<file path="src/rtl/lfsb_pkg.sv">
`default_nettype none
package lfsb_pkg;

  typedef enum logic [1:0] {
    ST_CLEAR,
    ST_IDLE,
    ST_SCAN,
    ST_POP
  } lfsb_state_t;

  typedef enum logic [1:0] {
    CMD_PUSH      = 2'd0,
    CMD_POP_RIGHT = 2'd1,
    CMD_POP_AT    = 2'd2,
    CMD_NONE      = 2'd3
  } lfsb_cmd_t;

  typedef enum logic [1:0] {
    STS_OK    = 2'd0,
    STS_EMPTY = 2'd1,
    STS_FULL  = 2'd2,
    STS_RSVD  = 2'd3
  } lfsb_status_t;

  // Register index is taken from paddr[2]; only one register exists.
  localparam logic REG_PLATES_PER_STACK = 1'b0;
  localparam logic [4:0] PLATES_RESET = 5'd16;

endpackage
`default_nettype wire

</file>
<file path="src/rtl/leftmost_fill_stack_bank.sv">
// Channel   | Direction | Handshake          | Payload
// command   | in        | start, busy        | in_command, in_push_value, in_stack_index
// result    | out       | out_valid (1 clk)  | out_status, out_popped_value, out_used_stack
// config    | in/out    | psel, penable, ... | paddr, pwdata, prdata
//
// A push holds busy while it scans: the fill counts sit in a single-port-read memory and
// one stack is examined per cycle, from stack 0 upwards. A rightmost pop scans downwards
// from the last stack to the first filled one, then reads the plate memory in ST_POP; a
// pop at a named stack does so too, unless that stack is empty. Each result shows for one
// cycle, the first one with busy low; a no-op or a pop at an absent stack is answered
// from idle. After reset a clearing pass zeroes the fill counts with busy high;
// configuration writes are taken throughout. The receiver cannot stall a result.
`default_nettype none
module leftmost_fill_stack_bank
  import lfsb_pkg::*;
#(
  parameter int NUM_STACKS  = 16,
  parameter int STACK_DEPTH = 16,
  parameter int VALUE_BITS  = 16
) (
  input  wire logic        clk,
  input  wire logic        rst_n,
  input  wire logic        start,
  output logic             busy,
  input  wire logic [1:0]  in_command,
  input  wire logic [15:0] in_push_value,
  input  wire logic [3:0]  in_stack_index,
  output logic             out_valid,
  output logic [1:0]       out_status,
  output logic [15:0]      out_popped_value,
  output logic [3:0]       out_used_stack,
  input  wire logic        psel,
  input  wire logic        penable,
  input  wire logic        pwrite,
  input  wire logic [2:0]  paddr,
  input  wire logic [31:0] pwdata,
  output logic [31:0]      prdata,
  output logic             pready
);

  localparam int SW = $clog2(NUM_STACKS);
  localparam int FW = $clog2(STACK_DEPTH + 1);
  localparam int CW = (FW > 5) ? FW : 5;
  localparam int AW = $clog2(NUM_STACKS * STACK_DEPTH);
  localparam logic [SW-1:0] LAST_STACK = SW'(NUM_STACKS - 1);
  localparam logic [CW-1:0] DEPTH_CW   = CW'(STACK_DEPTH);
  localparam logic [AW-1:0] DEPTH_AW   = AW'(STACK_DEPTH);

  lfsb_state_t      state_r, state_nxt;
  lfsb_cmd_t        cmd_r;
  logic [15:0]      val_r;
  logic [3:0]       idx_r;
  logic [SW-1:0]    ptr_r, ptr_nxt;
  logic [4:0]       cap_r;

  logic             out_valid_r;
  lfsb_status_t     out_status_r;
  logic [15:0]      out_pop_r;
  logic [3:0]       out_used_r;

  // Result loading and memory controls from the sequencer.
  logic             res_load;
  lfsb_status_t     res_status;
  logic [15:0]      res_pop;
  logic [3:0]       res_used;
  logic             fill_we;
  logic [FW-1:0]    fill_wdata;
  logic             plate_we;
  logic             plate_re;
  logic [AW-1:0]    plate_addr;

  logic [FW-1:0]    fill_rd;
  logic [VALUE_BITS-1:0] plate_rd;

  logic             accept;
  logic             cfg_write;
  logic [CW-1:0]    cap_cw;
  logic [CW-1:0]    cap_in;
  logic [CW-1:0]    fill_cw;
  logic             has_room;
  logic             non_empty;
  logic             idx_exists;
  logic [SW+3:0]    idx_ext;
  logic [SW+3:0]    ptr_ext;
  logic [AW-1:0]    base_addr;
  logic [VALUE_BITS+15:0] wval_ext;
  logic [VALUE_BITS+15:0] rval_ext;

  assign accept    = start && !busy;
  assign cfg_write = psel && penable && pwrite && pready;
  assign pready    = 1'b1;
  assign prdata    = (paddr[2] == REG_PLATES_PER_STACK) ? {27'd0, cap_r} : 32'd0;

  // Capacity: zero acts as one, anything above the built depth acts as the depth.
  assign cap_in = CW'(cap_r);
  always_comb begin
    if (cap_r == 5'd0) begin
      cap_cw = CW'(1);
    end else if (cap_in > DEPTH_CW) begin
      cap_cw = DEPTH_CW;
    end else begin
      cap_cw = cap_in;
    end
  end

  assign fill_cw    = CW'(fill_rd);
  assign has_room   = fill_cw < cap_cw;
  assign non_empty  = fill_rd != '0;
  assign idx_exists = 32'(in_stack_index) < NUM_STACKS;
  assign idx_ext    = {{SW{1'b0}}, in_stack_index};
  assign ptr_ext    = {4'd0, ptr_r};
  assign base_addr  = AW'(ptr_r) * DEPTH_AW;
  assign wval_ext   = {{VALUE_BITS{1'b0}}, val_r};
  assign rval_ext   = {16'd0, plate_rd};

  // Next state and scan pointer.
  always_comb begin
    state_nxt = state_r;
    ptr_nxt   = ptr_r;
    case (state_r)
      ST_CLEAR: begin
        ptr_nxt = ptr_r + SW'(1);
        if (ptr_r == LAST_STACK) begin
          ptr_nxt   = '0;
          state_nxt = ST_IDLE;
        end
      end
      ST_IDLE: begin
        if (start) begin
          case (lfsb_cmd_t'(in_command))
            CMD_PUSH: begin
              ptr_nxt   = '0;
              state_nxt = ST_SCAN;
            end
            CMD_POP_RIGHT: begin
              ptr_nxt   = LAST_STACK;
              state_nxt = ST_SCAN;
            end
            CMD_POP_AT: begin
              if (idx_exists) begin
                ptr_nxt   = idx_ext[SW-1:0];
                state_nxt = ST_SCAN;
              end
            end
            default: begin
            end
          endcase
        end
      end
      ST_SCAN: begin
        case (cmd_r)
          CMD_PUSH: begin
            if (has_room || ptr_r == LAST_STACK) begin
              state_nxt = ST_IDLE;
            end else begin
              ptr_nxt = ptr_r + SW'(1);
            end
          end
          CMD_POP_RIGHT: begin
            if (non_empty) begin
              state_nxt = ST_POP;
            end else if (ptr_r == '0) begin
              state_nxt = ST_IDLE;
            end else begin
              ptr_nxt = ptr_r - SW'(1);
            end
          end
          CMD_POP_AT: begin
            state_nxt = non_empty ? ST_POP : ST_IDLE;
          end
          default: begin
            state_nxt = ST_IDLE;
          end
        endcase
      end
      ST_POP: begin
        state_nxt = ST_IDLE;
      end
      default: begin
        state_nxt = ST_IDLE;
      end
    endcase
  end

  // Sequencer outputs: memory controls and the result to be registered.
  always_comb begin
    res_load   = 1'b0;
    res_status = STS_OK;
    res_pop    = 16'd0;
    res_used   = 4'd0;
    fill_we    = 1'b0;
    fill_wdata = '0;
    plate_we   = 1'b0;
    plate_re   = 1'b0;
    plate_addr = base_addr + AW'(fill_rd);
    case (state_r)
      ST_CLEAR: begin
        fill_we = 1'b1;
      end
      ST_IDLE: begin
        if (start) begin
          case (lfsb_cmd_t'(in_command))
            CMD_POP_AT: begin
              if (!idx_exists) begin
                res_load   = 1'b1;
                res_status = STS_EMPTY;
                res_used   = in_stack_index;
              end
            end
            CMD_NONE: begin
              res_load = 1'b1;
            end
            default: begin
            end
          endcase
        end
      end
      ST_SCAN: begin
        case (cmd_r)
          CMD_PUSH: begin
            if (has_room) begin
              fill_we    = 1'b1;
              fill_wdata = fill_rd + FW'(1);
              plate_we   = 1'b1;
              res_load   = 1'b1;
              res_used   = ptr_ext[3:0];
            end else if (ptr_r == LAST_STACK) begin
              res_load   = 1'b1;
              res_status = STS_FULL;
            end
          end
          CMD_POP_RIGHT, CMD_POP_AT: begin
            if (non_empty) begin
              fill_we    = 1'b1;
              fill_wdata = fill_rd - FW'(1);
              plate_re   = 1'b1;
              plate_addr = base_addr + AW'(fill_rd - FW'(1));
            end else if (cmd_r == CMD_POP_AT) begin
              res_load   = 1'b1;
              res_status = STS_EMPTY;
              res_used   = idx_r;
            end else if (ptr_r == '0) begin
              res_load   = 1'b1;
              res_status = STS_EMPTY;
            end
          end
          default: begin
          end
        endcase
      end
      ST_POP: begin
        res_load = 1'b1;
        res_pop  = rval_ext[15:0];
        res_used = ptr_ext[3:0];
      end
      default: begin
      end
    endcase
  end

  always_ff @(posedge clk) begin
    if (!rst_n) begin
      state_r     <= ST_CLEAR;
      ptr_r       <= '0;
      cap_r       <= PLATES_RESET;
      out_valid_r <= 1'b0;
    end else begin
      state_r     <= state_nxt;
      ptr_r       <= ptr_nxt;
      out_valid_r <= res_load;
      if (cfg_write && paddr[2] == REG_PLATES_PER_STACK) begin
        cap_r <= pwdata[4:0];
      end
    end
  end

  always_ff @(posedge clk) begin
    if (accept) begin
      cmd_r <= lfsb_cmd_t'(in_command);
      val_r <= in_push_value;
      idx_r <= in_stack_index;
    end
    if (res_load) begin
      out_status_r <= res_status;
      out_pop_r    <= res_pop;
      out_used_r   <= res_used;
    end
  end

  // Fill counts: the read address follows the pointer's next value, so the count of
  // the stack under the pointer is ready in every scan cycle.
  lfsb_ram #(
    .WIDTH (FW),
    .DEPTH (NUM_STACKS)
  ) u_fill_ram (
    .clk   (clk),
    .we    (fill_we),
    .waddr (ptr_r),
    .wdata (fill_wdata),
    .re    (1'b1),
    .raddr (ptr_nxt),
    .rdata (fill_rd)
  );

  lfsb_ram #(
    .WIDTH (VALUE_BITS),
    .DEPTH (NUM_STACKS * STACK_DEPTH)
  ) u_plate_ram (
    .clk   (clk),
    .we    (plate_we),
    .waddr (plate_addr),
    .wdata (wval_ext[VALUE_BITS-1:0]),
    .re    (plate_re),
    .raddr (plate_addr),
    .rdata (plate_rd)
  );

  assign busy             = state_r != ST_IDLE;
  assign out_valid        = out_valid_r;
  assign out_status       = out_status_r;
  assign out_popped_value = out_pop_r;
  assign out_used_stack   = out_used_r;

endmodule
`default_nettype wire

</file>
<file path="src/rtl/lfsb_ram.sv">
`default_nettype none
module lfsb_ram #(
  parameter int WIDTH = 16,
  parameter int DEPTH = 256
) (
  input  wire logic                     clk,
  input  wire logic                     we,
  input  wire logic [$clog2(DEPTH)-1:0] waddr,
  input  wire logic [WIDTH-1:0]         wdata,
  input  wire logic                     re,
  input  wire logic [$clog2(DEPTH)-1:0] raddr,
  output logic      [WIDTH-1:0]         rdata
);

  logic [WIDTH-1:0] mem_r [DEPTH];

  always_ff @(posedge clk) begin
    if (we) begin
      mem_r[waddr] <= wdata;
    end
  end

  always_ff @(posedge clk) begin
    if (re) begin
      rdata <= mem_r[raddr];
    end
  end

endmodule
`default_nettype wire

</file>
<file path="config.mk">
export PLATFORM = sky130hd
export DESIGN_NAME = leftmost_fill_stack_bank
export DESIGN_NICKNAME = d
export VERILOG_FILES = /design/src/rtl/lfsb_pkg.sv /design/src/rtl/leftmost_fill_stack_bank.sv /design/src/rtl/lfsb_ram.sv
export SDC_FILE = /design/constraint.sdc
export NUM_CORES = 2
export LEC_CHECK = 0
export BUFFER_PORTS_ARGS = -buffer_cell sky130_fd_sc_hd__buf_2
export CORE_MARGIN = 5
export CORE_UTILIZATION = 55
export DETAILED_ROUTE_END_ITERATION = 8
export GPL_TIMING_DRIVEN = 0
export PLACE_DENSITY = 0.73
export RECOVER_POWER = 25
export SLEW_MARGIN = 40
export SYNTH_ARGS = -nofsm -noshare
export SYNTH_HDL_FRONTEND = slang
export SYNTH_HIERARCHICAL = 1
export SYNTH_MEMORY_MAX_BITS = 65536
export SYNTH_SLANG_ARGS = --single-unit
</file>
<file path="constraint.sdc">
create_clock -name clk -period 4.7 [get_ports clk]
set_input_delay 0.235 -clock clk [delete_from_list [all_inputs] [get_ports clk]]
set_output_delay 0.235 -clock clk [all_outputs]
set_load 0.005 [all_outputs]
</file>
==> results.md <==
* Synth Register Bits at 4253
* EDFF count, synth at 4241
* Pins Over Slew Limit at 0
* Critical Path Start: u_fill_ram/rdata[0]
* Period utilization at 109%
* Setup violators final at 257
* Vias per cell at 7.07
* Worst-Skew Late Latency at 1010 ps
* RSZ-0062 raised after global routing: true
* Ys async rst share at 0%
* Proportion of netlist area held by the largest area contributor at 76.9%
* H-tree depth at 5
* Area leader, netlist: edfxtp_1
* Crit path setup slack, layout at -446 ps
* Root buffer cell: clkbuf_16
* Number of I/O port buffers at 62
* WL/cell at 40.4 µm
* Placed cell count at 12300
* Final TNS setup at -17420 ps
* Combinational family with the most area after synthesis: multiplexers
* Simple-Gate Fraction of Synth Area at 2.01%
* Register Area at 128000 µm²
* Worst Skew at 55.7 ps
* Count of cell types in the netlist at 73
* Drt pass-1 iters at 9
* Starting Density at 55.3%
* Routed Antenna Nets at 0
* Pleak at 64.3 nW
* Startpoint Class: flop
* Number of global-route vias before repair at 91200
* PD cells at 519 nW/µm²
* All-Layer GR Usage at 33.7%
* Total die area at 312000 µm²
* WP data required at 5370 ps
* Outcome: finished with violations
* Clock slew at reported path FFs at 60 ps
* Crit path kind: flop to flop
* Final Net Count at 9222
* CTS buffer count at 415
* Primary FF master, synth: edfxtp_1
* Min Tclk post-route at 5150 ps
* Hold crit path type: primary input to flop
* Post-route insts no fill at 13500
* Routed wire length at 543000 µm
* Arrival time worst endpoint at 5820 ps
* Vias at 95100
* Slew HR at 22.4%
* Worst r2r src: u_fill_ram/rdata[0]
* Synth warn at 6
* Crit-path max FO at 10
* I/O Pins at 120
* Share of layout cells above drive strength 1 at 35.4%
* Max-cap violations at 0
* Final hold violations at 0
* Largest net degree at the start of global routing at 25
* Achievable Freq at 0.194 GHz
* Area grow syn2layout at 21.9%
* Most frequent cells after synthesis: edfxtp_1 (4241), mux4_2 (817), mux2i_1 (573)
* Clock Path Buffers at 4
* Post-Synth Adder-Cell Area at 0.186%
* Die Wd at 559 µm
* Sequential element share of the synthesized area at 77.0%
* Min-delay src: pwdata[4]
* Synthesized area per cell at 21.1 µm²
* Antenna violations before repair at 23
* Drc violations at 2
* Top-count cell post-synth: edfxtp_1
* Num rows at 201
* DP HPWL at 356000 µm
* Multi-input gate area at 40600 µm²
* Worst-margin pin slew at 1160 ps
* Mux cell area share after synthesis at 15.2%
* Core area at 300000 µm²
* Sink Count at 4253
* Mapped Cells at 7865
* XOR/XNOR share of the synthesized area at 0.0476%
* First-pass GRT wire length at 724000 µm
* Peak supply drop at 426 µV
* Die H at 559 µm
* Fill count at 17700
* Dominant cells by area after synthesis: edfxtp_1 (77%), mux4_2 (11%), mux2i_1 (3.5%), o221ai_1 (1.3%), nor2_1 (0.78%)
* Post-synthesis compound-gate area fraction at 3.69%
* GP Congestion at 1.05
* Mapped cell area at 166000 µm²
* Worst setup EP type: flop
* Failing checks: design-rule violations, negative setup slack
* CTS tree: done
* Fin Hold WS at 74.1 ps
* Gr ovfl total at 0
* Number of DRC markers in iteration 0 at 17400
* Tot Pwr at 105 mW
[layout by cell type (no fill, tap or decap), types with 103 or more instances in the layout]
cell type / n
a21oi_1: 152
buf_12: 184
buf_2: 114
buf_4: 259
buf_6: 183
buf_8: 110
clkbuf_1: 238
clkbuf_16: 427
edfxtp_1: 4241
mux2i_1: 573
mux4_2: 817
nor2_4: 261
o221ai_1: 143
o221ai_2: 103
o22ai_1: 127
[cells by family (layout without fill, tap and decap cells)]
family                     after synthesis  after routing
adders and majority gates               24             24
muxes                                 1481           1481
and+or+nand+nor                        714            715
buffers and inverters                  521           2111
DFF                                   4253           4253
other                                    2             46
xor gates and xnor gates                 9              9
AOI/OAI and AO/OA                      861            861
[routing by layer]
| layer | GRT usage (%) | wire (µm) |
|---|---|---|
| met5 | 0.0772 | 259 |
| met4 | 18.9 | 41200 |
| met3 | 12.9 | 89100 |
| met2 | 48.5 | 237000 |
| met1 | 44.5 | 175000 |
[through the flow]
stage	util (%)	worst slack, ps	cell area [µm²]
after floorplan	-	143	166000
after global placement	57.0	-4270	171000
after detailed placement	59.8	-2950	179000
after CTS	66.6	-240	200000
after global routing	67.3	-350	202000
final	67.3	-446	202000
[power by group]
part	switching [mW]	leakage (nW)	total, mW	internal, mW
Clock	14.7	6.80	34.7	19.9
Combinational	18.0	19.3	28.5	10.4
Sequential	0.0687	38.2	41.7	41.7
Total	32.8	64.3	105	72.0
[worst max-delay path, stage by stage, from the launching register on]
cell and delay (ps):
edfxtp_1 450, inv_2 130, ha_4 160, nor3b_4 240, xor2_1 200, ha_2 300
nand2_1 110, nand2_4 220, clkbuf_4 360, inv_1 150, buf_4 300, nand2_1 280
clkbuf_4 380, o31ai_4 540, o32ai_4 320, nor4_4 660
[layout make-up]
type | instances | share of cell area (%)
diodes | 13 | 0.0161
plain buffers | 491 | 2.43
flip-flops and latches | 4253 | 63.2
inverters | 24 | 0.0595
multi-input cells | 3123 | 20.1
clock buffers | 483 | 5.32
clock inverters | 286 | 1.67
well taps | 3958 | 2.45
repair buffers | 827 | 4.72
[timing repair]
action | 4_1_cts | 5_1_grt
gates cloned | 3 | 5
setup endpoints to repair | 4104 | 2847
setup buffers | 126 | 168
hold buffers | 55 | 0
pin swaps | 148 | 153
resized for setup | 882 | 346
hold endpoints to repair | 56 | 0
[flip-flops by register name, indices dropped and copies added (netlist names)]
| register | cells |
|---|---|
| state_r | 2 |
| out_popped_value | 16 |
| ptr_r | 4 |
| out_used_stack | 4 |
| cmd_r | 2 |
| u_plate_ram/rdata | 16 |
| u_fill_ram/rdata | 5 |
| u_plate_ram/mem_r | 4096 |
| out_valid | 1 |
| cap_in | 5 |
| val_r | 16 |
| u_fill_ram/mem_r | 80 |
| out_status | 2 |
| idx_r | 4 |
[final timing paths]
check                        endpoint  slack, ps  cells past startpoint
max              u_plate_ram/rdata[9]       -450                     15
min                         cap_in[4]         70                      4
max reg2reg      u_plate_ram/rdata[9]       -450                     15
min reg2reg  u_plate_ram/mem_r[12][7]        490                      0
Note: power is estimated with default switching activity, not from simulation.
